--- src/rtl/stc_pkg.sv ---
// Shared types and constants for the slot table with compaction.
// Used by the cell, controller, top level and checker; depends on nothing.
`default_nettype none

package stc_pkg;

	localparam int TABLE_DEPTH = 128;
	localparam int CNT_W       = $clog2(TABLE_DEPTH);
	localparam int KIND_W      = 8;
	localparam int BODY_W      = 56;
	localparam int IDX_W       = 8;
	localparam int CNT8_W      = 8;

	localparam logic [KIND_W-1:0] RESET_MARKER = 8'd30;

	localparam logic [2:0] MODE_INSERT  = 3'd0;
	localparam logic [2:0] MODE_REMOVE  = 3'd1;
	localparam logic [2:0] MODE_READ    = 3'd2;
	localparam logic [2:0] MODE_COMPACT = 3'd3;
	localparam logic [2:0] MODE_CLEAR   = 3'd4;

	localparam logic [1:0] ST_OK    = 2'd0;
	localparam logic [1:0] ST_FULL  = 2'd1;
	localparam logic [1:0] ST_RANGE = 2'd2;

	typedef struct packed {
		logic [BODY_W-1:0] body;
		logic [KIND_W-1:0] kind;
	} record_t;

	typedef struct packed {
		logic [BODY_W-1:0] entry_body;
		logic [KIND_W-1:0] entry_kind;
		logic [IDX_W-1:0]  slot_index;
		logic [2:0]        mode;
	} req_t;

	typedef struct packed {
		logic [CNT8_W-1:0] free_count;
		logic [CNT8_W-1:0] used_count;
		logic [BODY_W-1:0] read_body;
		logic [KIND_W-1:0] read_kind;
		logic [IDX_W-1:0]  result_index;
		logic [1:0]        status;
	} rsp_t;

	localparam int IN_W        = $bits(req_t);
	localparam int IN_TDATA_W  = ((IN_W + 7) / 8) * 8;
	localparam int OUT_W       = $bits(rsp_t);
	localparam int OUT_TDATA_W = ((OUT_W + 7) / 8) * 8;

	// Command broadcast from the controller to every cell.
	typedef struct packed {
		logic              shift;
		logic              compact;
		logic              phase;
		logic [KIND_W-1:0] marker;
	} cell_cmd_t;

endpackage

`default_nettype wire

--- src/rtl/stc_ctrl.sv ---
// Sequencer, head processing, counters, marker register and output register.
// Rotates the cell chain once per request. Depends on stc_pkg.
`default_nettype none

module stc_ctrl
	import stc_pkg::*;
(
	input  wire logic              clk,
	input  wire logic              arst_n,
	input  wire logic              req_valid,
	output logic                   req_ready,
	input  wire req_t              req,
	output logic                   rsp_valid,
	input  wire logic              rsp_ready,
	output rsp_t                   rsp,
	input  wire logic              cfg_valid,
	input  wire logic [KIND_W-1:0] cfg_data,
	input  wire record_t           head,
	output record_t                tail,
	output cell_cmd_t              cmd
);

	localparam logic [1:0] S_IDLE    = 2'd0;
	localparam logic [1:0] S_COMPACT = 2'd1;
	localparam logic [1:0] S_ROTATE  = 2'd2;
	localparam logic [1:0] S_FINISH  = 2'd3;

	logic [1:0]        state_q;
	logic [CNT_W-1:0]  cnt_q;
	logic [2:0]        mode_q;
	logic [IDX_W-1:0]  idx_q;
	record_t           new_q;
	logic              found_q;
	logic [IDX_W-1:0]  res_idx_q;
	record_t           rd_q;
	logic [CNT8_W-1:0] used_q;
	logic [KIND_W-1:0] marker_q;
	rsp_t              rsp_q;
	logic              rsp_valid_q;

	logic              cnt_last;
	logic              idx_hit;
	logic              in_range;
	logic              take_new;
	logic [CNT8_W-1:0] used_nxt;
	record_t           clean;
	rsp_t              rsp_d;
	logic              out_free;

	assign clean    = '{body: '0, kind: marker_q};
	assign cnt_last = (cnt_q == CNT_W'(TABLE_DEPTH - 1));
	assign idx_hit  = ({{(IDX_W - CNT_W){1'b0}}, cnt_q} == idx_q);
	assign in_range = ({1'b0, idx_q} < 9'(TABLE_DEPTH));
	assign take_new = (mode_q == MODE_INSERT) && !found_q && (head.kind == marker_q);

	// The record at the head is slot cnt_q; its processed form enters the tail
	// and lands back in slot cnt_q after the full rotation.
	always_comb begin
		tail = head;
		unique case (mode_q)
			MODE_INSERT: begin
				if (take_new) begin
					tail = new_q;
				end
			end
			MODE_REMOVE: begin
				if (idx_hit) begin
					tail = clean;
				end
			end
			MODE_CLEAR: begin
				tail = clean;
			end
			default: begin
				tail = head;
			end
		endcase
	end

	assign used_nxt = used_q + CNT8_W'(tail.kind != marker_q);

	always_comb begin
		rsp_d              = '0;
		rsp_d.used_count   = used_q;
		rsp_d.free_count   = CNT8_W'(TABLE_DEPTH) - used_q;
		rsp_d.result_index = found_q ? res_idx_q : '0;
		unique case (mode_q)
			MODE_INSERT: begin
				rsp_d.status = found_q ? ST_OK : ST_FULL;
			end
			MODE_REMOVE: begin
				rsp_d.status = in_range ? ST_OK : ST_RANGE;
			end
			MODE_READ: begin
				rsp_d.status    = in_range ? ST_OK : ST_RANGE;
				rsp_d.read_kind = in_range ? rd_q.kind : marker_q;
				rsp_d.read_body = in_range ? rd_q.body : '0;
			end
			default: begin
				rsp_d.status = ST_OK;
			end
		endcase
	end

	assign out_free = !rsp_valid_q || rsp_ready;

	always_ff @(posedge clk or negedge arst_n) begin
		if (!arst_n) begin
			state_q     <= S_IDLE;
			cnt_q       <= '0;
			mode_q      <= MODE_INSERT;
			idx_q       <= '0;
			new_q       <= '0;
			found_q     <= 1'b0;
			res_idx_q   <= '0;
			rd_q        <= '0;
			used_q      <= '0;
			marker_q    <= RESET_MARKER;
			rsp_q       <= '0;
			rsp_valid_q <= 1'b0;
		end else begin
			if (cfg_valid) begin
				marker_q <= cfg_data;
			end
			// A new result may replace one that is taken in the same cycle.
			if (state_q == S_FINISH && out_free) begin
				rsp_valid_q <= 1'b1;
			end else if (rsp_valid_q && rsp_ready) begin
				rsp_valid_q <= 1'b0;
			end
			unique case (state_q)
				S_IDLE: begin
					if (req_valid) begin
						mode_q  <= req.mode;
						idx_q   <= req.slot_index;
						new_q   <= '{body: req.entry_body, kind: req.entry_kind};
						found_q <= 1'b0;
						rd_q    <= '0;
						used_q  <= '0;
						cnt_q   <= '0;
						state_q <= (req.mode == MODE_COMPACT) ? S_COMPACT : S_ROTATE;
					end
				end
				S_COMPACT: begin
					cnt_q <= cnt_last ? '0 : cnt_q + 1'b1;
					if (cnt_last) begin
						state_q <= S_ROTATE;
					end
				end
				S_ROTATE: begin
					used_q <= used_nxt;
					if (take_new) begin
						found_q   <= 1'b1;
						res_idx_q <= IDX_W'(cnt_q);
					end
					if (mode_q == MODE_READ && idx_hit) begin
						rd_q <= head;
					end
					cnt_q <= cnt_last ? '0 : cnt_q + 1'b1;
					if (cnt_last) begin
						state_q <= S_FINISH;
					end
				end
				S_FINISH: begin
					if (out_free) begin
						rsp_q   <= rsp_d;
						state_q <= S_IDLE;
					end
				end
				default: begin
					state_q <= S_IDLE;
				end
			endcase
		end
	end

	assign req_ready   = (state_q == S_IDLE);
	assign rsp_valid   = rsp_valid_q;
	assign rsp         = rsp_q;
	assign cmd.shift   = (state_q == S_ROTATE);
	assign cmd.compact = (state_q == S_COMPACT);
	assign cmd.phase   = cnt_q[0];
	assign cmd.marker  = marker_q;

endmodule

`default_nettype wire

--- config.mk ---
export PLATFORM = sky130hd
export DESIGN_NAME = stc_ctrl
export DESIGN_NICKNAME = d
export VERILOG_FILES = /design/src/rtl/stc_pkg.sv /design/src/rtl/stc_ctrl.sv
export SDC_FILE = /design/constraint.sdc
export NUM_CORES = 1
export LEC_CHECK = 0
export BUFFER_PORTS_ARGS = -buffer_cell sky130_fd_sc_hd__buf_2
export CAP_MARGIN = 0
export CELL_PAD_IN_SITES_DETAIL_PLACEMENT = 2
export CELL_PAD_IN_SITES_GLOBAL_PLACEMENT = 2
export CORE_MARGIN = 5
export CORE_UTILIZATION = 30
export DETAILED_ROUTE_END_ITERATION = 10
export PLACE_DENSITY_LB_ADDON = 0.2
export SLEW_MARGIN = 30
export SYNTH_ARGS = -nofsm -noshare
export SYNTH_HDL_FRONTEND = slang
export SYNTH_SLANG_ARGS = --single-unit
--- constraint.sdc ---
create_clock -name clk -period 5.9 [get_ports clk]
set_input_delay 0.59 -clock clk [delete_from_list [all_inputs] [get_ports clk]]
set_output_delay 0.59 -clock clk [all_outputs]
set_load 0.02 [all_outputs]
---- Yosys cells after proc, flatten, opt, wreduce, memory -nomap -nowiden ----
Index checks and enable logic that the tools add are counted.
cells by class
  add/sub/neg operators ................... 3
  order comparisons ....................... 1
  eq/ne operators ......................... 17
  mux-type cells .......................... 29
  reductions and logical operators ........ 23
operators with widths
  kind                 number
  $mux 64              5
  $pmux 64 s3          1
  $pmux 64 s2          1
  $mux 56              1
  $mux 7               3
  $mux 8               2
  $pmux 8 s2           1
  $pmux 7 s2           1
  $mux 2               6
  $reduce_and 2->1     5
  $add 8x1->8          1
  $eq 7x8->1           1
  $eq 8x8->1           1
  $lt 8x8->1 const B   1
  $ne 2x1->1 const B   4
  $ne 8x8->1           1
  $pmux 2 s4           1
  $sub 8x8->8 const A  1
  $add 7x1->7 const B  1
  $eq 7x7->1 const B   1
  $eq 3x2->1 const B   2
  $reduce_and 3->1     2
  $reduce_bool 2->1    3
  $logic_and 1x1->1    5
  14 further kinds     22
word-level totals
  bits in registers ....................... 263
  input port bits ......................... 152
  output and inout port bits .............. 167
  logic and storage cells ................. 92

---- Depth between registers and ports, before layout ----
Gate-level depths: netlist of the first run.
  word-level depth ........................ 8
  depth in mapped cells ................... 16
  mapped depth without buffers ............ 13

---- Least setup slack after synthesis of the first run ----
No wires, ideal clock.
  path type ............................... input port to flip-flop
  start point ............................. input port head[2] (netlist bit)
  end point ............................... register used_q[6]
  library setup time ...................... 0.072 ns
  arrival time ............................ 3.120 ns
  path slack .............................. 2.708 ns
  stages .................................. 14
  buffers on the path ..................... 1
  cells stage by stage .................... clkbuf_1 -> xor2_1 -> nor4_2 -> nand4_1 -> a2111oi_0 -> o2111a_1 -> o21ai_1 -> ha_1 -> ha_1 -> and3_1 -> and3_1 -> nand4_1 -> o21ai_0 -> nor2_1
on the way
  cells in the longest elaborated chain, start to end .. 7
RTL lines
  element               RTL line         RTL
  start, declared       stc_ctrl.sv:18   input wire record_t head,
  $eq 8x8->1            stc_ctrl.sv:54   assign take_new = (mode_q == MODE_INSERT) && !found_q && (head.kind == marker_q);
  $logic_and 1x1->1     stc_ctrl.sv:54
  $mux 64               stc_ctrl.sv:62   if (take_new) begin
  $pmux 64 s3 (*)       stc_ctrl.sv:60   unique case (mode_q)
  $ne 8x8->1 (*)        stc_ctrl.sv:80   assign used_nxt = used_q + CNT8_W'(tail.kind != marker_q);
  $add 8x1->8 (*)       stc_ctrl.sv:80
  $pmux 8 s2 (*)        stc_ctrl.sv:131  unique case (state_q)
  end signal, assigned  stc_ctrl.sv:151  used_q <= used_nxt;
  end, declared         stc_ctrl.sv:36   logic [CNT8_W-1:0] used_q;
Mark *: on every way between the ends. The rest lies on a longest branch, timed or not.
A chain may end at the register's enable or synchronous reset.

==> impl_metrics.toml, run 1 <==
[routing]
dr.pass1.iters = 4
totalWireLength_mm = 39.0
ant_nets = 0
drc_errors = 0
dr.first_iter.drc_count = 336
vias_per_cell = 5.04
vias = 8758
drt-wirelength-per-cell_um = 22.5

[min_path]
hold_start = "cfg_data[6]"
whs_endpoint = "marker_q[6]"
hold_class = "in2reg"
holdPathStages = 3

[floorplan]
die_h_um = 205
die_area_um2 = 41900
ios = 319
die_w_um = 205
rows = 71
coreArea_um2 = 37600
initial_core_util = 0.303

[synthesis]
synth_area_um2 = 11400
ys.flop_type = "dfrtp_1"
syn-mean-instance-area_um2 = 12.4
synth-warning-count = 0
seq_area_frac_synth = 0.575
synth_edf_count = 0
synth_nets = 1078
synth-seq-cells = 261
ys_async_sr_fraction = 1.00
synth.distinct_cells = 59
synthCells = 918

[global_routing]
met1_usage = 0.234
grt_pass1_vias = 9525
grtUsageMet3 = 0.0521
top_usage_layer = "met2"
gr-total-overflow = 0
use_met2 = 0.297
grt_max_degree = 151
antenna_found_initial = 5
grt_use_total = 0.179
grt_first_pass_wirelength_mm = 59.3

[clock_tree]
htree_levels = 1
clockRootBuffer = "clkbuf_16"
cts.sinks = 261
cts_tree = "built"
ctsResizeCount = 0
path_clk_slew_ns = 0.06
cts_made_buffers = 30
clk_latency_ns = 0.56
clockBufferDepth = 3

[worst_setup_path]
crit_family = "compound AO/OA/AOI/OAI gates"
worstPathRequired_ns = 5.31
endpoint_kind = "primary output"
r2r_end = "used_q[6]"
crit-reg2reg-launch = "mode_q[1]"
rrSetupSlack_ns = 1.44
crit_fanout = 55
critPathMaxStageDelay_ns = 0.83
crit_type = "reg2out"
worstPathArrival_ns = 3.89
cp_slowest_cell = "dfrtp_1"
path_buf_inv = 2
cp-start-kind = "register"
crit_chain = "or4_4, nor3_4, and3_2, o31ai_4, buf_4, and2_0, a221o_1, buf_2"
r2r_cells = 14

[final_layout]
fin_cells = 1738
area_growth_pct = 26.6
nets = 1363
drive_above_1_share = 0.395
layout_common_cells = "316 x buf_2, 257 x dfrtp_1, 177 x a22o_1"
mostFrequentLayoutCell = "buf_2"
n_fill_cell = 4000

[sta]
maxSlewHeadroom = 0.400
setup-violations-final = 0
worst_pin_slew_ns = 0.900
period_minus_slack_ns = 4.48
max_freq_ghz = 0.223
slew_violations = 0
hold_viol_final = 0
setup_tns_ns = 0
rsz0062_at_grt = "no"
post-route-period-util = 0.760
whs_ns = 0.252
skew_ns = 0.0125

[place]
place_inst = 1679
routabilityCongestion = 0.746
dp.final_hpwl_mm = 27.2
io_buffers = 317

[power]
leakage_nw = 7.27
powerDensity_nw_per_um2 = 443
peakVddDrop_mv = 0.188

[job]
cap_violations = 0

[status]
status = "complete, no violations"
## how the worst max path moves through the flow
stage              start         to  slack (ns)  cells past startpoint
6_report       mode_q[1]    tail[7]        1.42                      8
4_1_cts        mode_q[1]    tail[7]        1.27                      8
2_1_floorplan    head[2]  used_q[6]        2.71                     14
5_1_grt        mode_q[1]    tail[2]        1.13                      8
3_5_place_dp   mode_q[1]  used_q[6]        1.39                     14
3_3_place_gp   mode_q[1]  used_q[6]        1.55                     14
## cell usage after synthesis, drive strengths merged, types with 2 or more instances
| cell | n | area [um^2] |
|---|---|---|
| buf | 41 | 274 |
| dfstp | 4 | 105 |
| a21oi | 12 | 60.1 |
| a22oi | 7 | 52.6 |
| o311ai | 6 | 52.6 |
| nand4 | 6 | 37.5 |
| xor2 | 15 | 131 |
| a21boi | 4 | 30.0 |
| xnor2 | 11 | 96.3 |
| mux2i | 11 | 110 |
| a22o | 177 | 1550 |
| or4 | 2 | 18.8 |
| clkbuf | 34 | 128 |
| nor2b | 6 | 37.5 |
| nor3b | 4 | 30.0 |
| dfrtp | 257 | 6430 |
| nor3 | 7 | 51.3 |
| mux2 | 94 | 1060 |
| nand2b | 3 | 18.8 |
| o21ai | 48 | 240 |
| nor4 | 4 | 31.3 |
| and2 | 2 | 12.5 |
| inv | 17 | 63.8 |
| a32o | 2 | 20.0 |
| nand3 | 6 | 30.0 |
| nor2 | 30 | 113 |
| nand2 | 73 | 277 |
| o22ai | 3 | 18.8 |
| ha | 8 | 100 |
| and3 | 6 | 37.5 |
## metal layers
metal | routed length, um | part of all wire | vias to the layer above
met4 | 849 | 0.022 | 4
li1 | - | - | 3954
met1 | 16700 | 0.43 | 4524
met2 | 18800 | 0.48 | 224
met3 | 2590 | 0.066 | 52
met5 | 25 | 0.00064 | -
## repair_timing
action | in CTS | in global routing
setup buffers | 0 | 0
hold endpoints to repair | 0 | 28
hold buffers | 0 | 1
## power by group
part           total, mW  internal (mW)  switching [mW]
sequential          2.49           2.17           0.325
combinational       2.00          0.811            1.19
clock               1.89           1.16           0.732
total               6.38           4.14            2.25
## worst min-delay path, stage by stage
cell     delay [ns]
buf_2          0.07
nand2_1        0.04
o21ai_0        0.06
## metrics by stage
stage | utilization | setup WS (ns) | power [mW] | instance area, um^2
4_1_cts | 0.381 | 1.27 | 6.49 | 14300
2_1_floorplan | - | 2.71 | 3.84 | 11400
3_5_place_dp | 0.355 | 1.39 | 4.55 | 13300
3_3_place_gp | 0.355 | 1.55 | 4.49 | 13300
5_1_grt | 0.383 | 1.13 | 6.77 | 14400
6_report | 0.383 | 1.42 | 6.38 | 14400
## registers in the layout, summed over array words and instances (netlist names)
name and cells:
rsp_valid 1, res_idx_q 7, rsp 88, rd_q 64
state_q 2, found_q 1, idx_q 8, marker_q 8
new_q 64, mode_q 3, used_q 8, cnt_q 7
## cells by family after synthesis
kind of cell,count (synthesis),synth area share
AO/OA/AOI/OAI,271,0.188
XOR/XNOR,26,0.0200
adder cells (fa/ha/maj),8,0.00880
buffers and inverters,92,0.0409
flip-flops,261,0.575
multiplexers,105,0.103
other,1,0.000330
AND/OR/NAND/NOR,154,0.0647
## cell type report
| type | count | area, um^2 | area share |
|---|---|---|---|
| sequential | 261 | 6540 | 0.454 |
| multi-input combinational | 565 | 4410 | 0.307 |
| timing repair buffer | 328 | 1730 | 0.120 |
| clock buffer | 45 | 888 | 0.0617 |
| tap | 511 | 639 | 0.0444 |
| clock inverter | 8 | 118 | 0.00817 |
| inverter | 17 | 63.8 | 0.00443 |
| antenna | 3 | 7.51 | 0.000521 |
Power figures use the tool's default switching activity.
==> run 2: changes to the inputs <==
Clock period 5.9 ns to 4.1 ns, I/O delays scaled along.
==> run 2 against run 1 <==
Net effect: core utilization increased by 0.38 points; sequential power increased by 41%; critical path depth decreased by 1.
==> impl_metrics.toml, run 2 (same netlist as run 1, synthesis figures left out) <==
[worst_setup_path]
r2r_end = "used_q[6]"
r2r_cells = 13
cp-start-kind = "register"
worstPathArrival_ns = 3.44
crit_chain = "or4_4, nor3_4, and3_2, buf_4, nand2_1, o311ai_0, buf_2"
crit_family = "simple AND/OR/NAND/NOR gates"
cp_slowest_cell = "or4_4"
crit_type = "reg2out"
worstPathRequired_ns = 3.69
critPathMaxStageDelay_ns = 0.59
endpoint_kind = "primary output"
crit_fanout = 52
crit-reg2reg-launch = "found_q"
path_buf_inv = 2
rrSetupSlack_ns = 0.42

[routing]
vias_per_cell = 5.06
totalWireLength_mm = 39.8
vias = 8847
drc_errors = 0
dr.first_iter.drc_count = 307
drt-wirelength-per-cell_um = 22.7
ant_nets = 0
dr.pass1.iters = 6

[global_routing]
gr-total-overflow = 0
grt_first_pass_wirelength_mm = 61.2
grt_use_total = 0.185
antenna_found_initial = 7
grt_pass1_vias = 9923
grt_max_degree = 79

[sta]
period_minus_slack_ns = 3.85
rsz0062_at_grt = "no"
setup-violations-final = 0
worst_pin_slew_ns = 0.834
skew_ns = 0.00915
whs_ns = 0.0804
maxSlewHeadroom = 0.444
slew_violations = 0
post-route-period-util = 0.939
max_freq_ghz = 0.260
hold_viol_final = 0
setup_tns_ns = 0

[min_path]
hold_class = "in2reg"
whs_endpoint = "marker_q[3]"
holdPathStages = 3
hold_start = "cfg_data[3]"

[clock_tree]
cts_made_buffers = 30
path_clk_slew_ns = 0.06
cts.sinks = 261
clk_latency_ns = 0.55
cts_tree = "built"
clockRootBuffer = "clkbuf_16"
ctsResizeCount = 0
clockBufferDepth = 3
htree_levels = 1

[floorplan]
die_h_um = 205
coreArea_um2 = 37600
die_w_um = 205
die_area_um2 = 41900
ios = 319
rows = 71
initial_core_util = 0.303

[place]
io_buffers = 317
routabilityCongestion = 0.780
place_area_um2 = 13500
dp.final_hpwl_mm = 28.2

[final_layout]
layout_common_cells = "316 x buf_2, 257 x dfrtp_1, 177 x a22o_1"
register_area_um2 = 6540
post-route-cell-area_um2 = 14500
n_fill_cell = 4008
mostFrequentLayoutCell = "buf_2"
area_growth_pct = 27.9
fin_util = 0.387
drive_above_1_share = 0.402
nets = 1371
multiInputGateArea_um2 = 4410
largest_register_ffs = 88

[power]
peakVddDrop_mv = 0.320
seqPwrFrac = 0.374
clkPwrFrac = 0.304
leakage_nw = 7.34
p_sw_mw = 3.30
swShare = 0.351
intPower_mw = 6.11
powerDensity_nw_per_um2 = 647
comb_power_share = 0.322

[status]
status = "complete, no violations"

[job]
cap_violations = 0
==> run 2: cell types whose count changed in the layout (fill, tap and decap cells not counted), moves of 2 or more <==
cell,delta
buf_4,+6
buf_12,+3
clkbuf_1,-2
clkbuf_8,+2
==> run 2: layout make-up <==
cell class / count / share of cell area
flip-flops and latches: 261 / 0.449
multi-input cells: 565 / 0.303
repair buffers: 336 / 0.125
clock buffers: 45 / 0.0625
well taps: 511 / 0.0440
clock inverters: 11 / 0.0110
inverters: 17 / 0.00439
diodes: 4 / 0.000688
==> run 2: metrics by stage <==
stage | setup WS (ns) | total power [mW] | cells
after floorplan | 1.03 | 5.53 | 918
after global placement | 0.586 | 6.54 | 1688
after detailed placement | 0.513 | 6.65 | 1689
after CTS | 0.158 | 9.60 | 1746
after global routing | 0.0668 | 9.98 | 1747
final | 0.252 | 9.41 | 1750
==> run 2: tightest hold or removal path, cell delays in order <==
cell	delay (ns)
buf_2	0.07
nand2_1	0.04
o21ai_0	0.06
==> run 2: routing by layer <==
layer | share of wire | track usage | up-vias
met5 | 0.0013 | 0 | -
met4 | 0.021 | 0.0383 | 8
met3 | 0.061 | 0.0495 | 51
met2 | 0.49 | 0.312 | 234
met1 | 0.43 | 0.240 | 4575
li1 | - | - | 3979
==> run 2: worst max-delay path by stage <==
stage | startpoint | slack (ns) | to | cells after the start
6_report | found_q | 0.25 | tail[1] | 7
5_1_grt | found_q | 0.07 | tail[1] | 7
4_1_cts | found_q | 0.16 | tail[1] | 7
3_5_place_dp | found_q | 0.51 | used_q[6] | 13
3_3_place_gp | found_q | 0.59 | used_q[6] | 13
2_1_floorplan | found_q | 1.03 | used_q[6] | 14
==> run 2: timing repair <==
action,in CTS,in global routing
hold endpoints to repair,35,0
endpoints found under the setup margin,0,0
buffers inserted,0,0
hold buffers,1,0
==> run 2: power groups by stage <==
stage                     clock network (mW)  logic, mW  registers [mW]
after detailed placement                   0       3.09            3.57
final                                   2.86       3.03            3.52
after CTS                               2.97       3.11            3.52
after floorplan                            0       2.00            3.53
after global placement                     0       3.01            3.52
after global routing                    3.06       3.33            3.59
==> run 3: changes to the inputs <==
Clock period 4.1 ns to 4.25 ns, I/O delays scaled along.
==> run 3 against run 2 <==
Net effect: sequential power fell by 4%; cell count barely moved; sequential share of layout area barely moved; worst hold slack improved by 0.0081 ns; non-clock buffer count fell by 1; via count fell by 1.0%; global-route usage fell by 0.38 points; clock skew rose by 0.0060 ns; critical path type unchanged; critical endpoint is now tail[59]; largest power group unchanged; highest routed layer unchanged.
==> impl_metrics.toml, run 3 (same netlist as run 1, synthesis figures left out) <==
[min_path]
hold_class = "in2reg"

[routing]
vias_per_cell = 5.00
ant_nets = 0
wl_met2_mm = 19.0
vias = 8758
dr.first_iter.drc_count = 332
drt-met1-wl_mm = 16.7
totalWireLength_mm = 39.0
drc_errors = 0
dr.pass1.iters = 4
top_layer_used = "met5"
wl_met3_mm = 2.39
drt-wirelength-per-cell_um = 22.3

[sta]
post-route-period-util = 0.889
maxSlewHeadroom = 0.433
max_freq_ghz = 0.265
hold_viol_final = 0
period_minus_slack_ns = 3.78
skew_ns = 0.0151
worst_pin_slew_ns = 0.851
fin_ws_ns = 0.471
setup_tns_ns = 0
slew_violations = 0
setup-violations-final = 0
rsz0062_at_grt = "no"

[final_layout]
layout_common_cells = "316 x buf_2, 257 x dfrtp_1, 177 x a22o_1"
drive_above_1_share = 0.405
fin_util = 0.387
area_growth_pct = 27.8
largest_register_ffs = 88
nets = 1371
mostFrequentLayoutCell = "buf_2"

[worst_setup_path]
crit_fanout = 52
worstPathRequired_ns = 3.83
critPathMaxStageDelay_ns = 0.58
crit_type = "reg2out"
worstPathArrival_ns = 3.35
cp_slowest_cell = "or4_4"
cp-start-kind = "register"
crit_chain = "or4_4, nor3_4, and3_2, buf_4, a22o_1, buf_2"
endpoint_kind = "primary output"

[clock_tree]
clockRootBuffer = "clkbuf_16"
clockBufferDepth = 3
cts.sinks = 261
path_clk_slew_ns = 0.06
clk_latency_ns = 0.56
cts_tree = "built"
htree_levels = 1
cts_made_buffers = 31

[global_routing]
grt_use_total = 0.181
grt_first_pass_wirelength_mm = 59.9
gr-total-overflow = 0
antenna_found_initial = 6
grt_max_degree = 110
grt_pass1_vias = 9777

[place]
dp.final_hpwl_mm = 27.6
pre_cts_ws_ns = 0.641
io_buffers = 317
routabilityCongestion = 0.757

[floorplan]
coreArea_um2 = 37600
rows = 71
die_w_um = 205
initial_core_util = 0.303
die_area_um2 = 41900
ios = 319
die_h_um = 205

[power]
peakVddDrop_mv = 0.291
powerDensity_nw_per_um2 = 629
leakage_nw = 7.34
p_total_mw = 9.14

[status]
status = "complete, no violations"

[job]
cap_violations = 0
[run 3: final timing paths]
check	start	to	slack, ns	cells past startpoint
setup / recovery	found_q	tail[59]	0.47	6
max in group asynchronous	arst_n	new_q[46]	2.80	3
hold / removal	cfg_data[3]	marker_q[3]	0.09	3
hold reg to reg	rsp[87]	rsp[87]	0.47	2
min in group asynchronous	arst_n	rd_q[2]	0.43	2
setup reg to reg	found_q	used_q[6]	0.56	13
[run 3: timing repair]
item | 4_1_cts | 5_1_grt
buffers inserted | 0 | 0
gates resized for setup | 0 | 0
endpoints found under the setup margin | 0 | 0
hold buffers | 1 | 0
hold endpoints to repair | 69 | 0
[run 3: worst max-delay path: cells and delay by family, from the launching register on]
| family | cells | cell delay [ns] |
|---|---|---|
| simple gates | 3 | 1.20 |
| compound gates | 1 | 0.26 |
| flops | 1 | 0.53 |
| buf+inv | 2 | 0.72 |
[run 3: area by class of cell]
cell class                      count  area (um^2)
Timing Repair Buffer              335         1760
Fill cell                        3967        23000
Multi-Input combinational cell    565         4410
Sequential cell                   261         6540
Inverter                           17         63.8
Clock inverter                     20          273
Clock buffer                       38          842
Tap cell                          511          639
Antenna cell                        4         10.0
[run 3: layer usage]
layer  global-route usage  vias to the layer above
met5                    0                        -
met4               0.0426                        6
met3               0.0499                       55
met2                0.307                      213
met1                0.230                     4508
li1                     -                     3976
[run 3: stage by stage]
stage / area [um^2] / cells / hold WS [ns]
after CTS: 14500 / 1747 / 0.0475
after detailed placement: 13400 / 1688 / 0.445
after global routing: 14500 / 1748 / 0.0549
final: 14500 / 1751 / 0.0885
after floorplan: 11400 / 918 / 0.129
after global placement: 13400 / 1688 / 0.447
[run 3: power breakdown]
part	internal, mW	leakage [nW]	switching (mW)
registers	3.01	3.44	0.377
logic	1.15	3.36	1.72
clock network	1.77	0.544	1.11
