<file path="src/rtl/stc_pkg.sv">
// Shared types and constants for the slot table with compaction.
// Used by the cell, controller, top level and checker; depends on nothing.
`default_nettype none

package stc_pkg;

	localparam int TABLE_DEPTH = 128;
	localparam int CNT_W       = $clog2(TABLE_DEPTH);
	localparam int KIND_W      = 8;
	localparam int BODY_W      = 56;
	localparam int IDX_W       = 8;
	localparam int CNT8_W      = 8;

	localparam logic [KIND_W-1:0] RESET_MARKER = 8'd30;

	localparam logic [2:0] MODE_INSERT  = 3'd0;
	localparam logic [2:0] MODE_REMOVE  = 3'd1;
	localparam logic [2:0] MODE_READ    = 3'd2;
	localparam logic [2:0] MODE_COMPACT = 3'd3;
	localparam logic [2:0] MODE_CLEAR   = 3'd4;

	localparam logic [1:0] ST_OK    = 2'd0;
	localparam logic [1:0] ST_FULL  = 2'd1;
	localparam logic [1:0] ST_RANGE = 2'd2;

	typedef struct packed {
		logic [BODY_W-1:0] body;
		logic [KIND_W-1:0] kind;
	} record_t;

	typedef struct packed {
		logic [BODY_W-1:0] entry_body;
		logic [KIND_W-1:0] entry_kind;
		logic [IDX_W-1:0]  slot_index;
		logic [2:0]        mode;
	} req_t;

	typedef struct packed {
		logic [CNT8_W-1:0] free_count;
		logic [CNT8_W-1:0] used_count;
		logic [BODY_W-1:0] read_body;
		logic [KIND_W-1:0] read_kind;
		logic [IDX_W-1:0]  result_index;
		logic [1:0]        status;
	} rsp_t;

	localparam int IN_W        = $bits(req_t);
	localparam int IN_TDATA_W  = ((IN_W + 7) / 8) * 8;
	localparam int OUT_W       = $bits(rsp_t);
	localparam int OUT_TDATA_W = ((OUT_W + 7) / 8) * 8;

	// Command broadcast from the controller to every cell.
	typedef struct packed {
		logic              shift;
		logic              compact;
		logic              phase;
		logic [KIND_W-1:0] marker;
	} cell_cmd_t;

endpackage

`default_nettype wire

</file>
<file path="src/rtl/stc_cell.sv">
// One slot of the table: a record register that shifts toward the head or
// swaps with its neighbor during compaction. Depends on stc_pkg.
`default_nettype none

module stc_cell
	import stc_pkg::*;
(
	input  wire logic              clk,
	input  wire logic              arst_n,
	input  wire cell_cmd_t         cmd,
	input  wire logic              left_member,
	input  wire logic              right_member,
	input  wire record_t           nbr_in,
	input  wire logic [KIND_W-1:0] left_kind,
	output record_t                rec
);

	record_t rec_q;
	record_t rec_d;
	record_t clean;
	logic    self_empty;
	logic    nbr_used;
	logic    left_empty;

	assign clean      = '{body: '0, kind: cmd.marker};
	assign self_empty = (rec_q.kind == cmd.marker);
	assign nbr_used   = (nbr_in.kind != cmd.marker);
	assign left_empty = (left_kind == cmd.marker);

	// During compaction a used record moves one place toward the head when the
	// slot in front of it is empty, so used records keep their order.
	always_comb begin
		rec_d = rec_q;
		if (cmd.shift) begin
			rec_d = nbr_in;
		end else if (cmd.compact) begin
			if (left_member && self_empty && nbr_used) begin
				rec_d = nbr_in;
			end else if (right_member && left_empty && !self_empty) begin
				rec_d = clean;
			end else if (self_empty) begin
				rec_d = clean;
			end
		end
	end

	always_ff @(posedge clk or negedge arst_n) begin
		if (!arst_n) begin
			rec_q <= '{body: '0, kind: RESET_MARKER};
		end else begin
			rec_q <= rec_d;
		end
	end

	assign rec = rec_q;

endmodule

`default_nettype wire

</file>
<file path="config.mk">
export PLATFORM = sky130hd
export DESIGN_NAME = stc_cell
export DESIGN_NICKNAME = d
export VERILOG_FILES = /design/src/rtl/stc_pkg.sv /design/src/rtl/stc_cell.sv
export SDC_FILE = /design/constraint.sdc
export NUM_CORES = 1
export LEC_CHECK = 0
export BUFFER_PORTS_ARGS = -buffer_cell sky130_fd_sc_hd__buf_4
export CAP_MARGIN = 20
export CORE_UTILIZATION = 46
export CTS_BUF_LIST = sky130_fd_sc_hd__clkbuf_8 sky130_fd_sc_hd__clkbuf_16
export CTS_CLUSTER_SIZE = 20
export DETAILED_ROUTE_END_ITERATION = 10
export PLACE_DENSITY = 0.8
export SYNTH_ARGS = -nofsm -noshare
export SYNTH_HDL_FRONTEND = slang
export SYNTH_SLANG_ARGS = --single-unit
</file>
<file path="constraint.sdc">
create_clock -name clk -period 2.7 [get_ports clk]
set_input_delay 0.54 -clock clk [delete_from_list [all_inputs] [get_ports clk]]
set_output_delay 0.54 -clock clk [all_outputs]
set_load 0.01 [all_outputs]
</file>
* Yosys cells after proc, flatten, opt, wreduce, memory -nomap -nowiden *
Index checks and enable logic that the tools add are counted.

storage, ports and cells
  flip-flop bits (word level) = 64
  word-level logic and storage cells = 18
  bits of input ports = 87

cells by class
  multiplexer cells = 5
  equal/unequal tests = 3
  reductions and logical operators = 8

operator list
  operator             count
  64-bit 2-to-1 mux    5
  8-bit == test        2
  8-bit != test        1
  1-bit logical AND    4
  4-bit nonzero test   1
  2-bit AND reduction  1
  2-bit nonzero test   1
  1-bit logical NOT    1

* Depth between registers and ports, before layout *
Gate-level depths: netlist (run 1).

  word-level depth = 7
  mapped depth = 7

* Least setup slack after synthesis (run 1) *
No wires, ideal clock.

  path kind = input-to-reg
  from = input port cmd[5] in the netlist's numbering
  to = register rec_q (netlist bit rec[5])
  stages = 7
  data arrival time = 2083 ps
  path slack = 492 ps
  required time = 2575 ps
  cell sequence = xor2_1 -> nor4_1 -> nand2_1 -> a31oi_4 -> buf_6 -> mux2_2 -> mux2_2

between the ends
  cells in the longest elaborated chain, start to end = 7
  elaborated cells between the ends (all ways) = 15
  classes of those cells = eq/ne: 3; mux: 5; reduce/logical: 7

RTL lines
  item                                                    line                            source
  from (decl)                                             stc_cell.sv:10                  input wire cell_cmd_t cmd,
  8-bit == test, on equally long branches                 stc_cell.sv:28, stc_cell.sv:26
  1-bit logical AND or 1-bit logical NOT (tied branches)  stc_cell.sv:39                  end else if (right_member && left_empty && !self_empty) begin
  1-bit logical AND                                       stc_cell.sv:39
  64-bit 2-to-1 mux                                       stc_cell.sv:39
  64-bit 2-to-1 mux                                       stc_cell.sv:37                  if (left_member && self_empty && nbr_used) begin
  64-bit 2-to-1 mux                                       stc_cell.sv:36                  end else if (cmd.compact) begin
  64-bit 2-to-1 mux                                       stc_cell.sv:34                  if (cmd.shift) begin
  to (signal assigned)                                    stc_cell.sv:49                  rec_q <= '{body: '0, kind: RESET_MARKER};
  to (signal assigned)                                    stc_cell.sv:51                  rec_q <= rec_d;
  to (decl)                                               stc_cell.sv:18                  record_t rec_q;

Several ways; a longest one is shown, not always the timed one. The select of a mux whose other input is x is not followed.
A chain may end at the register's enable or synchronous reset.

* Worst setup path in the final report (run 1) *
  from = input port cmd[7] in the netlist's numbering
  to = register rec_q (netlist bit rec[55])

The elaborated chain is that of the path after synthesis.

==> results.md, run 1 <==
- The flow ran to the end, but the final reports show violations.
- The checks that failed: DRC.
- The flip-flop count of the largest register, all copies and words added is 64.
- Of the post-synthesis cell area, the dominant cell type holds 0.474.
- The worst register-to-register path ends at rec[55].
- The relative slew slack is 0.482.
- The commonest register cell after synthesis is sky130_fd_sc_hd__dfrtp_1.
- The placer congestion estimate is approximately 0.80.
- In this run the clock root is driven by a sky130_fd_sc_hd__clkbuf_8.
- For this run, the total global-route usage over all layers was measured as 0.198.
- At the worst endpoint, the arrival time is ~2400 ps.
- In the synthesized netlist the async set-or-reset flop fraction comes to 1.00.
- The average vias per placed instance is ~4.9.
- The detailed router finished its first iteration with 112 violations.
- The die outline width is approximately 85 microns.
- The max-slew violation total from the final report is 0.
- The area inside the core boundary is 6490 sq um.
- The largest clock skew in the final design is about 11 ps.
- The maximum ir drop on the vdd rail is 0.000301 V.
- The post-detailed-route wirelength per cell is ~14 microns.
- In this run, CTS created clock tree buffers numbering 9.
- The largest net degree at the start of global routing is 65.
- Counting instances in the post-synthesis netlist gives the leading cell types as 71 x sky130_fd_sc_hd__mux2_2, 60 x sky130_fd_sc_hd__dfrtp_1, 56 x sky130_fd_sc_hd__nor2b_1, 15 x sky130_fd_sc_hd__xor2_1, 9 x sky130_fd_sc_hd__xnor2_1.
- Setup repair after global routing left no endpoint under its margin.
- The repair_antennas step left the layout with diodes totalling 0.
- The total of endpoints with negative setup slack in the final report is 0.
- The power per cell area is ~550 nW/um^2.
- The transition time of the tightest slew-check pin is 777 ps.
- For flop-to-flop paths, the worst setup slack is slightly below 600 ps.
- The post-synthesis cell type count is 18.
- The count of non-filler cells in the finished layout is roughly 470.
- The latest clock arrival within the worst-skew pair is 340 ps.
- The setup TNS is 0 ps.
- The proportion of layout cells with a drive suffix above 1 is 0.621.
- Summed over all instances, the cell type with the most area after synthesis is sky130_fd_sc_hd__dfrtp_1.
- The number of port buffers is 149.
- In the post-synthesis netlist, the cell with the most instances is sky130_fd_sc_hd__mux2_2.
- Relative to the synthesized area, the layout overhead comes to 43.6%.
- The endpoint kind of the worst setup timing path is a flip-flop.
- The leakage power is approximately 2.2 nW.
- The maximum count of clock buffers along a single path is 2.
- The count of unresolved DRC violations after routing is 12.
- The initialized floorplan defines 29 standard-cell rows.
- The number of instances in the placed design is 457.
- The number of global-route vias before repair came to 2332.
- Averaged over all synthesized cells, the footprint is ~13 sq um.
- The total overflow left after global routing is 0.
- The floorplan die area is 7220 sq um.
- The synthesized design contains 0 enable-type register cells.
- The via total after detailed routing is 2319.
- After technology mapping, the gate count stands at approximately 240.
- The top fanout value on the critical path is 17.
- The initial antenna violation count is 0.
- The kind of critical path is in2reg.
- For this configuration, the core starts out at a cell density of 0.487.
- The die outline height is roughly 85 microns.
- By area the synthesized netlist is led by sky130_fd_sc_hd__dfrtp_1 47%, sky130_fd_sc_hd__mux2_2 25%, sky130_fd_sc_hd__nor2b_1 11%.
- The final hold violation count came to 0.
- The net count of the mapped netlist is 326.
- Counting cells, the worst reg-to-reg path comes to 7.
- The number of H-tree levels is 3.
- The CTS tree is yes.
- The max-cap violation count is 0.
- The proportion of synthesized chip area in sequential cells is 0.508.
- The critical register-to-register path startpoint is rec[3].
- The data required time of the critical path is 2920 ps.
- Gates resized during post-CTS repair numbered 0.
- The total setup buffers inserted after CTS is 0.
- The pre-antenna-repair detailed-routing pass consisted of 8 iterations.
- The post-route total power is around 2.5 mW.
- Yosys printed 0 warnings.
- The path class of the tightest hold or removal check is in2async.
- The category of the worst setup path launch point is an input pin.
- The mapped cell area is between 3000 and 4000 sq um.
- The global-route wire length before repair is about 11000 microns.
- The worst path needs 2150 ps of the cycle, external delays included.
- The fmax is ~470 MHz.
- The number of sinks driven by the clock tree is 64.
- The wire length after detailed routing is 6740 microns.
- The detailed-placement wirelength estimate is 4880 microns.
- Once detail routing completed, the nets flagged for antenna violations numbered 0.
- Clock-pin slew was measured on the worst setup and hold paths at about 80 ps.
- The count of state elements after synthesis is between 60 and 70.
- After the last flow step, the layout net total stands at ~480.
- Of the available clock period, the critical path in the final layout requires 0.795.
- The number of hold buffers added after CTS was 0.
- 151 I/O pins were placed.
-- routing by layer --
metal,global-route usage,up-vias,share of wire
met4,0.0924,0,0.016
met5,0,-,0
met3,0.0496,11,0.077
met2,0.334,87,0.50
li1,-,1112,-
met1,0.239,1109,0.40
-- critical path: stages --
cell and delay [ps]:
sky130_fd_sc_hd__buf_4 130, sky130_fd_sc_hd__xor2_1 170, sky130_fd_sc_hd__nor4_1 280, sky130_fd_sc_hd__nand2_1 130, sky130_fd_sc_hd__a31oi_4 450, sky130_fd_sc_hd__buf_4 310
sky130_fd_sc_hd__nor2b_1 80, sky130_fd_sc_hd__mux2_2 260
-- worst max path at each step --
stage,cells past startpoint,to,start
2_1_floorplan,7,rec[5],cmd[5]
4_1_cts,8,rec[55],cmd[7]
6_report,8,rec[55],cmd[7]
5_1_grt,8,rec[61],cmd[7]
3_3_place_gp,7,rec[5],cmd[7]
3_5_place_dp,8,rec[55],cmd[7]
-- area by class of cell --
class | count | area (sq um)
clock buffer | 10 | 138
clock inverter | 6 | 67.6
fill | 521 | 1950
multi-input combinational | 163 | 1460
sequential | 64 | 1610
tap | 77 | 96.3
timing repair buffer | 153 | 1170
-- logic make-up (layout without fill, tap and decap cells) --
family | Yosys count | after routing | share of synthesized area
AND/OR/NAND/NOR | 64 | 64 | 0.125
XOR/XNOR | 24 | 24 | 0.0664
multiplexers | 72 | 72 | 0.256
AO/OA/AOI/OAI | 3 | 3 | 0.0150
flip-flops | 64 | 64 | 0.508
buffers and inverters | 12 | 169 | 0.0304
-- stage by stage --
step	hold WS [ps]	util	worst slack (ps)	cell area (sq um)
4_1_cts	302	0.700	571	4540
6_report	273	0.700	553	4540
5_1_grt	336	0.700	494	4540
3_5_place_dp	494	0.668	211	4340
3_3_place_gp	488	0.668	252	4340
2_1_floorplan	244	-	492	3170
-- report_power, final --
part	total (mW)	switching [mW]	internal, mW	leakage [nW]
combinational	0.546	0.215	0.331	1.32
sequential	1.11	0.0510	1.06	0.811
clock	0.835	0.381	0.454	0.0989
total	2.49	0.648	1.84	2.23
-- cell usage in the layout, fill, tap and decap left out --
master and instances:
sky130_fd_sc_hd__nor4_1 3, sky130_fd_sc_hd__nor3_1 1, sky130_fd_sc_hd__bufinv_16 1, sky130_fd_sc_hd__nor2b_1 56, sky130_fd_sc_hd__clkinv_2 1, sky130_fd_sc_hd__mux2_1 1
sky130_fd_sc_hd__clkinvlp_4 2, sky130_fd_sc_hd__buf_12 2, sky130_fd_sc_hd__a31oi_4 1, sky130_fd_sc_hd__clkinv_4 1, sky130_fd_sc_hd__xnor2_1 9, sky130_fd_sc_hd__dfrtp_1 60
sky130_fd_sc_hd__mux2_2 71, sky130_fd_sc_hd__a21oi_4 1, sky130_fd_sc_hd__xor2_1 15, sky130_fd_sc_hd__buf_4 151, sky130_fd_sc_hd__inv_6 1, sky130_fd_sc_hd__a41o_1 1
sky130_fd_sc_hd__nand4_1 2, sky130_fd_sc_hd__dfstp_2 4, sky130_fd_sc_hd__nor2_1 1, sky130_fd_sc_hd__nand2_1 1, sky130_fd_sc_hd__clkbuf_8 10
Power figures use the tool's default switching activity.
==> inputs of run 2 (changes only) <==
==> constraint.sdc (replaced) <==
create_clock -name clk -period 2.14 [get_ports clk]
set_input_delay 0.428 -clock clk [delete_from_list [all_inputs] [get_ports clk]]
set_output_delay 0.428 -clock clk [all_outputs]
set_load 0.01 [all_outputs]
==> run 2 against run 1 <==
Effect of this change: clock power grew 18%; first-iteration DRC count fell by 49%; via count grew 3.4%; critical path depth is 1 lower; design area is 2.5% higher; largest cell class unchanged; the flow still finishes with violations (DRC); combinational power up 32%; core utilization grew 1.7 points; power up 25%; critical endpoint is now rec[45]; hold slack got worse by 250 ps.
==> results.md, run 2 (same netlist as run 1, synthesis figures left out) <==
- The number of port buffers is 149 (unchanged).
- The cell area after layout is 4660 sq um (was 4540 sq um).
- The source of the critical timing path is rec[3] (was cmd[7]).
- The worst min-delay path category is in2async (unchanged).
- The clock group share of total power is 0.318 (was 0.336).
- The data arrival time of the worst path is 2250 ps (was 2360 ps).
- The pre-CTS setup slack is -88.5 ps (was 211 ps).
- The maximum ir drop on the vdd rail is 0.000382 V (was 0.000301 V).
- The cell-internal power is 2.30 mW (was 1.84 mW).
- The initial antenna violation count is 0 (unchanged).
- The footprint of the multi-input gates was 1460 sq um (unchanged).
- The latest clock arrival within the worst-skew pair is 330 ps (was 340 ps).
- The largest clock skew in the final design is 9.81 ps (was 11.0 ps).
- The number of instances in the placed design came to 471 (was 457).
- The data required time of the critical path is 2350 ps (was 2920 ps).
- The number of sinks driven by the clock tree came to 64 (unchanged).
- The register area is 1610 sq um (unchanged).
- The category of the worst setup path launch point is a flip-flop (was input pin).
- Based on the critical path, the design can be clocked at up to 490 MHz.
- The final worst slack is 98.2 ps (was 553 ps).
- The worst hold slack was 27.1 ps (was 273 ps).
- The maximum count of clock buffers along a single path is 2 (unchanged).
- The endpoint kind of the worst setup timing path is a flip-flop (unchanged).
- The largest net degree at the start of global routing came to 35 (was 65).
- The largest delay contributor family on the critical path is flip-flops (was simple AND/OR/NAND/NOR gates).
- The total of endpoints with negative setup slack in the final report is 0 (unchanged).
- The floorplan die area came to 7220 sq um (unchanged).
- The number of global-route vias before repair is 2496 (was 2332).
- The clock tree root buffer cell is sky130_fd_sc_hd__clkbuf_8 (unchanged).
- The total buffers and inverters traversed by the critical path came to 1 (was 2).
- Setup repair after global routing missed its margin: no (unchanged).
- The kind of critical path was reg2reg (was in2reg).
- The critical path's slowest cell is sky130_fd_sc_hd__dfstp_2 (was sky130_fd_sc_hd__a31oi_4).
- The global route total overflow is 0 (unchanged).
- The critical register-to-register path startpoint is rec[3] (unchanged).
- The clock input transition at the sequential cells of the worst setup and hold paths is 70 ps (was 80 ps).
- The initial core utilization was 0.487 (unchanged).
- The post-route total power is 3.10 mW (was 2.49 mW).
- The total setup buffers inserted after CTS is 0 (unchanged).
- The count of unresolved DRC violations after routing was 12 (unchanged).
- The iteration-0 DRC count of the detailed router is 57 (was 112).
- The final net count is 492 (was 478).
- The flip-flop count of the largest register, all copies and words added is 64 (unchanged).
- Failing checks: DRC (unchanged).
- The final hold violation count is 0 (unchanged).
- The net switching power of the design is 0.806 mW (was 0.648 mW).
- The number of antenna cells inserted is 0 (unchanged).
- The die outline height is 85.0 microns (unchanged).
- The wire length after detailed routing is 7190 microns (was 6740 microns).
- The number of buffers added to fix hold violations after cts came to 0 (unchanged).
- Sequence of cells on the critical path: xnor2_1 > nand4_1 > nor2_1 > a41o_1 > a21oi_4 > buf_4 > mux2_2 (was buf_4 > xor2_1 > nor4_1 > nand2_1 > a31oi_4 > buf_4 > nor2b_1 > mux2_2).
- The fill cell instance count of the final layout came to 499 (was 521).
- The TritonCTS buffer count was 9 (unchanged).
- The proportion of layout cells with a drive suffix above 1 is 0.632 (was 0.621).
- The max-slew violation total from the final report is 0 (unchanged).
- The transition time of the tightest slew-check pin is 432 ps (was 777 ps).
- Commonest cells after routing, fill and taps aside: 163 x sky130_fd_sc_hd__buf_4, 71 x sky130_fd_sc_hd__mux2_2, 60 x sky130_fd_sc_hd__dfrtp_1, 56 x sky130_fd_sc_hd__nor2b_1, 15 x sky130_fd_sc_hd__xor2_1 (was 151 x sky130_fd_sc_hd__buf_4, 71 x sky130_fd_sc_hd__mux2_2, 60 x sky130_fd_sc_hd__dfrtp_1, 56 x sky130_fd_sc_hd__nor2b_1, 15 x sky130_fd_sc_hd__xor2_1).
- The final critical-path share of the clock period is 0.954.
- The register-to-register setup slack is 100 ps (was 590 ps).
- The leakage power came to 2.30 nW (was 2.23 nW).
- The post-detailed-route wirelength per cell was 14.8 microns (was 14.3 microns).
- The relative contribution of sequential cells to total power is 0.450 (was 0.445).
- The number of H-tree levels was 3 (unchanged).
- The delay contributed by the slowest stage of the critical path was 550 ps (was 450 ps).
- The top fanout value on the critical path is 8 (was 17).
- Status: finished, violations left (unchanged).
- The number of logic stages on the critical path including buffering was 7 (was 8).
- The CTS tree is yes (unchanged).
- The end of the worst register-to-register path is rec[45] (was rec[55]).
- The count of non-filler cells in the finished layout is 487 (was 473).
- The via total after detailed routing was 2399 (was 2319).
- The max-cap violation count is 0 (unchanged).
- The end point of the critical path is rec[45] (was rec[55]).
- The utilization after layout is 0.717 (was 0.700).
- The global-route wire length before repair is 12000 microns (was 11000 microns).
- The placer congestion estimate is 0.838 (was 0.801).
- The synthesis-to-layout area growth is 47.1% (was 43.6%).
- The detailed-placement wirelength estimate is 5420 microns (was 4880 microns).
- The commonest non-fill, non-tap cell in the layout is sky130_fd_sc_hd__buf_4 (unchanged).
- The routed design could run at a clock period as short as around 2000 ps.
- The portion of total power attributed to combinational logic is 0.232 (was 0.220).
- The placed standard-cell area came to 4470 sq um (was 4340 sq um).
- The power per cell area came to 667 nW/um^2 (was 548 nW/um^2).
- The total number of placement rows was 29 (unchanged).
- The die outline width is 85.0 microns (unchanged).
- The number of gates given a new drive strength after cts is 0 (unchanged).
- The residual antenna-violating net count after detailed routing is 0 (unchanged).
- The total iterations of the first detailed-routing run is 6 (was 8).
- The switching portion of total power is 0.260 (about the same).
- The setup TNS is 0 ps (unchanged).
- The average vias per placed instance came to 4.93 (was 4.90).
- The cell depth of the worst flop-to-flop path was 7 (unchanged).
- The relative slew slack came to 0.712 (was 0.482).
- The area inside the core boundary is 6490 sq um (unchanged).
- The I/O pin count was 151 (unchanged).
- The total routing usage reported by global routing is 0.212 (was 0.198).
==> run 2: changes by cell type in the layout (fill, tap and decap cells not counted) <==
| cell | change |
|---|---|
| sky130_fd_sc_hd__inv_1 | +1 |
| sky130_fd_sc_hd__clkinv_2 | +2 |
| sky130_fd_sc_hd__clkinv_4 | -1 |
| sky130_fd_sc_hd__buf_4 | +12 |
| sky130_fd_sc_hd__buf_12 | +2 |
| sky130_fd_sc_hd__inv_6 | -1 |
| sky130_fd_sc_hd__clkbuf_8 | -1 |
==> run 2: worst min-delay path by stage <==
stage	start	end	slack, ps	depth (start not counted)
after detailed placement	arst_n	rec[27]	390	1
after global placement	arst_n	rec[27]	390	1
after floorplan	arst_n	rec[0]	130	0
after CTS	arst_n	rec[25]	30	1
after global routing	arst_n	rec[27]	40	1
final	arst_n	rec[27]	30	1
==> run 2: metal layers <==
metal  part of all wire  up-vias  global-route usage
met5                  0        -                   0
met4              0.013        0              0.0693
met3              0.064        9              0.0593
met1               0.41     1161               0.263
li1                   -     1140                   -
met2               0.51       89               0.359
==> run 2: area by class of cell <==
class / count / share of cell area
flip-flops and latches: 64 / 0.345
multi-input cells: 163 / 0.314
repair buffers: 167 / 0.280
clock buffers: 9 / 0.0266
well taps: 77 / 0.0207
clock inverters: 7 / 0.0137
==> run 2: power by group through the flow <==
stage / Clock, mW / Combinational [mW] / Sequential (mW)
finish: 0.987 / 0.719 / 1.40
global route: 1.07 / 0.775 / 1.41
CTS: 1.01 / 0.730 / 1.40
detailed placement: 0 / 0.726 / 1.42
global placement: 0 / 0.712 / 1.41
floorplan: 0 / 0.264 / 1.47
==> inputs of run 3 (changes only) <==
==> config.mk (replaced) <==
export PLATFORM = sky130hd
export DESIGN_NAME = stc_cell
export DESIGN_NICKNAME = d
export VERILOG_FILES = /design/src/rtl/stc_pkg.sv /design/src/rtl/stc_cell.sv
export SDC_FILE = /design/constraint.sdc
export NUM_CORES = 1
export LEC_CHECK = 0
export ABC_AREA = 1
export CAP_MARGIN = 20
export CORE_UTILIZATION = 55
export CTS_BUF_LIST = sky130_fd_sc_hd__clkbuf_8 sky130_fd_sc_hd__clkbuf_16
export CTS_CLUSTER_SIZE = 20
export DETAILED_ROUTE_END_ITERATION = 10
export DONT_BUFFER_PORTS = 1
export PLACE_DENSITY = 0.7
export SYNTH_ARGS = -nofsm -noshare
export SYNTH_HDL_FRONTEND = slang
export SYNTH_SLANG_ARGS = --single-unit
==> run 3 against run 2 <==
Effect of this change: the run now ends clean; setup slack improved by 130 ps; die area fell by 14%; clock-buffer cell count is 1 higher; cell count grew 1.2%; global-route usage grew 2.3 points; register-to-register slack better by 130 ps; routed wire length fell by 1.5%; clock skew rose by 1.6 ps; design area shrank 25%; non-clock buffer count shrank 157; highest routed layer unchanged; sequential share of layout area is 11 points higher.
==> results.md, run 3 <==
- The number of port buffers is 0 (was 149).
- The flip-flop count of the largest register, all copies and words added was 64 (unchanged).
- The area inside the core boundary is 5610 sq um (was 6490 sq um).
- The via total after detailed routing came to 2597 (was 2399).
- The max-slew violation total from the final report is 0 (unchanged).
- The number of global-route vias before repair came to 2550 (was 2496).
- The relative contribution of sequential cells to total power came to 0.493 (was 0.450).
- The initial antenna violation count is 0 (unchanged).
- The iteration-0 DRC count of the detailed router is 143 (was 57).
- The category of the worst setup path launch point is a flip-flop (unchanged).
- The I/O pin count is 151 (unchanged).
- The count of state elements after synthesis is 64 (unchanged).
- The number of instances in the placed design came to 475 (was 471).
- The cell with the most instances after synthesis is sky130_fd_sc_hd__nand2_1 (was sky130_fd_sc_hd__mux2_2).
- The die outline width is 78.9 microns (was 85.0 microns).
- The number of H-tree levels is 3 (unchanged).
- The total of endpoints with negative setup slack in the final report is 0 (unchanged).
- The data required time of the critical path came to 2350 ps (about the same).
- The instance count of the mapped netlist was 414 (was 239).
- The CTS tree is yes (unchanged).
- The largest net degree at the start of global routing is 65 (was 35).
- The total number of placement rows was 27 (was 29).
- The average vias per placed instance is 5.27 (was 4.93).
- The portion of total power attributed to combinational logic came to 0.112 (was 0.232).
- The number of antenna cells inserted was 0 (unchanged).
- Synth cell count leaders: 194 x sky130_fd_sc_hd__nand2_1, 70 x sky130_fd_sc_hd__nand3_1, 60 x sky130_fd_sc_hd__dfrtp_1, 25 x sky130_fd_sc_hd__inv_1, 11 x sky130_fd_sc_hd__buf_6 (was 71 x sky130_fd_sc_hd__mux2_2, 60 x sky130_fd_sc_hd__dfrtp_1, 56 x sky130_fd_sc_hd__nor2b_1, 15 x sky130_fd_sc_hd__xor2_1, 9 x sky130_fd_sc_hd__xnor2_1).
- The maximum count of clock buffers along a single path is 2 (unchanged).
- The number of enable-type register cells in the synthesized netlist came to 0 (unchanged).
- Setup repair after global routing missed its margin: no (unchanged).
- The placer congestion estimate is 0.832 (was 0.838).
- The area share of the largest cell type after synthesis is 0.462 (was 0.474).
- The count of non-filler cells in the finished layout is 493 (was 487).
- The clock period minus final worst setup slack came to 1910 ps (was 2040 ps).
- The data arrival time of the worst path is 2120 ps (was 2250 ps).
- The mean instance size in the synthesized netlist is 7.85 sq um (was 13.2 sq um).
- The top fanout value on the critical path was 41 (was 8).
- The setup TNS is 0 ps (unchanged).
- The cell depth of the worst flop-to-flop path is 13 (was 7).
- The footprint of the multi-input gates is 1320 sq um (was 1460 sq um).
- The clock input transition at the sequential cells of the worst setup and hold paths was 80 ps (was 70 ps).
- The global-route wire length before repair was 11300 microns (was 12000 microns).
- The final critical-path share of the clock period was 0.891 (was 0.954).
- The fill cell instance count of the final layout is 520 (was 499).
- The TritonCTS buffer count came to 9 (unchanged).
- The worst min-delay path category is in2reg (was in2async).
- The commonest register cell after synthesis is sky130_fd_sc_hd__dfrtp_1 (unchanged).
- The share of flip-flops with an asynchronous set or reset is 1.00 (unchanged).
- The fmax is 524 MHz (was 490 MHz).
- The register area came to 1610 sq um (unchanged).
- The post-synthesis cell type count is 21 (was 18).
- The die outline height was 78.9 microns (was 85.0 microns).
- The floorplan die area is 6220 sq um (was 7220 sq um).
- The relative slew slack is 0.706 (was 0.712).
- The post-detailed-route wirelength per cell was 14.4 microns (was 14.8 microns).
- The latest clock arrival within the worst-skew pair is 330 ps (about the same).
- The utilization after layout is 0.625 (was 0.717).
- The net count of the mapped netlist was 501 (was 326).
- The count of unresolved DRC violations after routing came to 0 (was 12).
- Commonest cells after routing, fill and taps aside: 194 x sky130_fd_sc_hd__nand2_1, 70 x sky130_fd_sc_hd__nand3_1, 60 x sky130_fd_sc_hd__dfrtp_1, 25 x sky130_fd_sc_hd__inv_1, 10 x sky130_fd_sc_hd__clkbuf_8 (was 163 x sky130_fd_sc_hd__buf_4, 71 x sky130_fd_sc_hd__mux2_2, 60 x sky130_fd_sc_hd__dfrtp_1, 56 x sky130_fd_sc_hd__nor2b_1, 15 x sky130_fd_sc_hd__xor2_1).
- The total setup buffers inserted after CTS is 0 (unchanged).
- The commonest non-fill, non-tap cell in the layout is sky130_fd_sc_hd__nand2_1 (was sky130_fd_sc_hd__buf_4).
- The final net count is 503 (was 492).
- The clock tree root buffer cell is sky130_fd_sc_hd__clkbuf_8 (unchanged).
- The power per cell area was 843 nW/um^2 (was 667 nW/um^2).
- The leakage power is 1.96 nW (was 2.30 nW).
- The transition time of the tightest slew-check pin is 438 ps (was 432 ps).
- The switching portion of total power is 0.277 (was 0.260).
- The endpoint kind of the worst setup timing path is a flip-flop (unchanged).
- The final hold violation count came to 0 (unchanged).
- The post-route total power came to 2.95 mW (was 3.10 mW).
- The library cell with the largest summed area after synthesis is sky130_fd_sc_hd__dfrtp_1 (unchanged).
- The total routing usage reported by global routing came to 0.235 (was 0.212).
- Biggest area contributors in the synthesized netlist: sky130_fd_sc_hd__dfrtp_1 46%, sky130_fd_sc_hd__nand2_1 22%, sky130_fd_sc_hd__nand3_1 11% (was sky130_fd_sc_hd__dfrtp_1 47%, sky130_fd_sc_hd__mux2_2 25%, sky130_fd_sc_hd__nor2b_1 11%).
- The wire length after detailed routing is 7090 microns (was 7190 microns).
- The total iterations of the first detailed-routing run came to 4 (was 6).
- The worst hold path cell count is 2.
- The initial core utilization was 0.580 (was 0.487).
- The largest clock skew in the final design came to 11.4 ps (was 9.81 ps).
- The proportion of synthesized chip area in sequential cells came to 0.494 (was 0.508).
- The kind of critical path is reg2reg (unchanged).
- The cell-internal power is 2.14 mW (was 2.30 mW).
- The worst hold slack is 236 ps (was 27.1 ps).
- The detailed-placement wirelength estimate is 4880 microns (was 5420 microns).
- The synthesis-to-layout area growth came to 7.73% (was 47.1%).
- The proportion of layout cells with a drive suffix above 1 is 0.124 (was 0.632).
- Status: complete, no violations (was finished, violations left).
- The max-cap violation count is 0 (unchanged).
- The mapped cell area is 3250 sq um (was 3170 sq um).
- The global route total overflow is 0 (unchanged).
- The maximum ir drop on the vdd rail is 0.000421 V (was 0.000382 V).
- The total of warnings raised by yosys is 0 (unchanged).
- The net switching power of the design is 0.817 mW (was 0.806 mW).
- The clock group share of total power is 0.396 (was 0.318).
- The residual antenna-violating net count after detailed routing is 0 (unchanged).
- The number of sinks driven by the clock tree came to 64 (unchanged).
-- run 3: cell types whose count changed in the layout (fill, tap and decap cells not counted), moves of 12 or more --
cell | before | now
sky130_fd_sc_hd__mux2_2 | 71 | 0
sky130_fd_sc_hd__nand2_1 | 1 | 194
sky130_fd_sc_hd__nand3_1 | 0 | 70
sky130_fd_sc_hd__xor2_1 | 15 | 3
sky130_fd_sc_hd__nor2b_1 | 56 | 0
sky130_fd_sc_hd__buf_4 | 163 | 5
sky130_fd_sc_hd__inv_1 | 1 | 25
-- run 3: cell families (layout without fill, tap and decap cells) --
| kind of cell | Yosys count | after routing | synth area share |
|---|---|---|---|
| simple gates | 289 | 289 | 0.387 |
| flops | 64 | 64 | 0.494 |
| buf+inv | 53 | 60 | 0.0989 |
| xor+xnor | 7 | 7 | 0.0189 |
| compound gates | 1 | 1 | 0.00154 |
-- run 3: what timing repair did --
item | 4_1_cts | 5_1_grt
hold buffers | 2 | 0
endpoints found under the setup margin | 0 | 35
endpoints found under the hold margin | 64 | 0
resized for setup | 0 | 1
-- run 3: cell type report --
| class | instances | area share |
|---|---|---|
| flip-flops and latches | 64 | 0.459 |
| multi-input cells | 297 | 0.378 |
| clock buffers | 10 | 0.0393 |
| inverters | 34 | 0.0364 |
| repair buffers | 10 | 0.0361 |
| clock inverters | 6 | 0.0261 |
| well taps | 72 | 0.0257 |
-- run 3: final timing paths --
path                            slack, ps  endpoint        from
worst max-delay path                  230   rec[46]      rec[1]
worst min-delay path                  240   rec[32]  nbr_in[32]
worst max register to register        230   rec[46]      rec[1]
worst min register to register        510    rec[4]      rec[4]
max in group asynchronous            1180    rec[3]      arst_n
min in group asynchronous             660   rec[32]      arst_n
-- run 3: worst max-delay path, cell delays in order (launching register included) --
cell                      delay, ps
sky130_fd_sc_hd__dfstp_2        590
sky130_fd_sc_hd__inv_1           50
sky130_fd_sc_hd__nand2_1         60
sky130_fd_sc_hd__nand2_1         50
sky130_fd_sc_hd__nor2_1         140
sky130_fd_sc_hd__and2_1         140
sky130_fd_sc_hd__nand2_1         50
sky130_fd_sc_hd__nand2_1         70
sky130_fd_sc_hd__nand2_1         60
sky130_fd_sc_hd__nand2_2        100
sky130_fd_sc_hd__inv_2           50
sky130_fd_sc_hd__buf_4          250
sky130_fd_sc_hd__nand2_1        120
sky130_fd_sc_hd__nand2_1         60
-- run 3: power groups by stage --
stage          clock (mW)  sequential [mW]  combinational, mW
3_5_place_dp            0             1.48              0.303
4_1_cts              1.20             1.45              0.335
6_report             1.17             1.45              0.329
5_1_grt              1.27             1.47              0.382
3_3_place_gp            0             1.48              0.290
2_1_floorplan           0             1.45              0.271
-- run 3: per-stage QoR --
step | setup WS [ps] | area [sq um]
after floorplan | 509 | 3250
after global placement | 231 | 3230
after global routing | 24.2 | 3500
final | 233 | 3500
after CTS | 160 | 3500
after detailed placement | 195 | 3230
-- run 3: routing by layer --
| layer | GRT usage | part of all wire |
|---|---|---|
| met2 | 0.386 | 0.46 |
| met4 | 0.118 | 0.021 |
| met5 | 0 | 0 |
| met1 | 0.268 | 0.42 |
| met3 | 0.0874 | 0.096 |
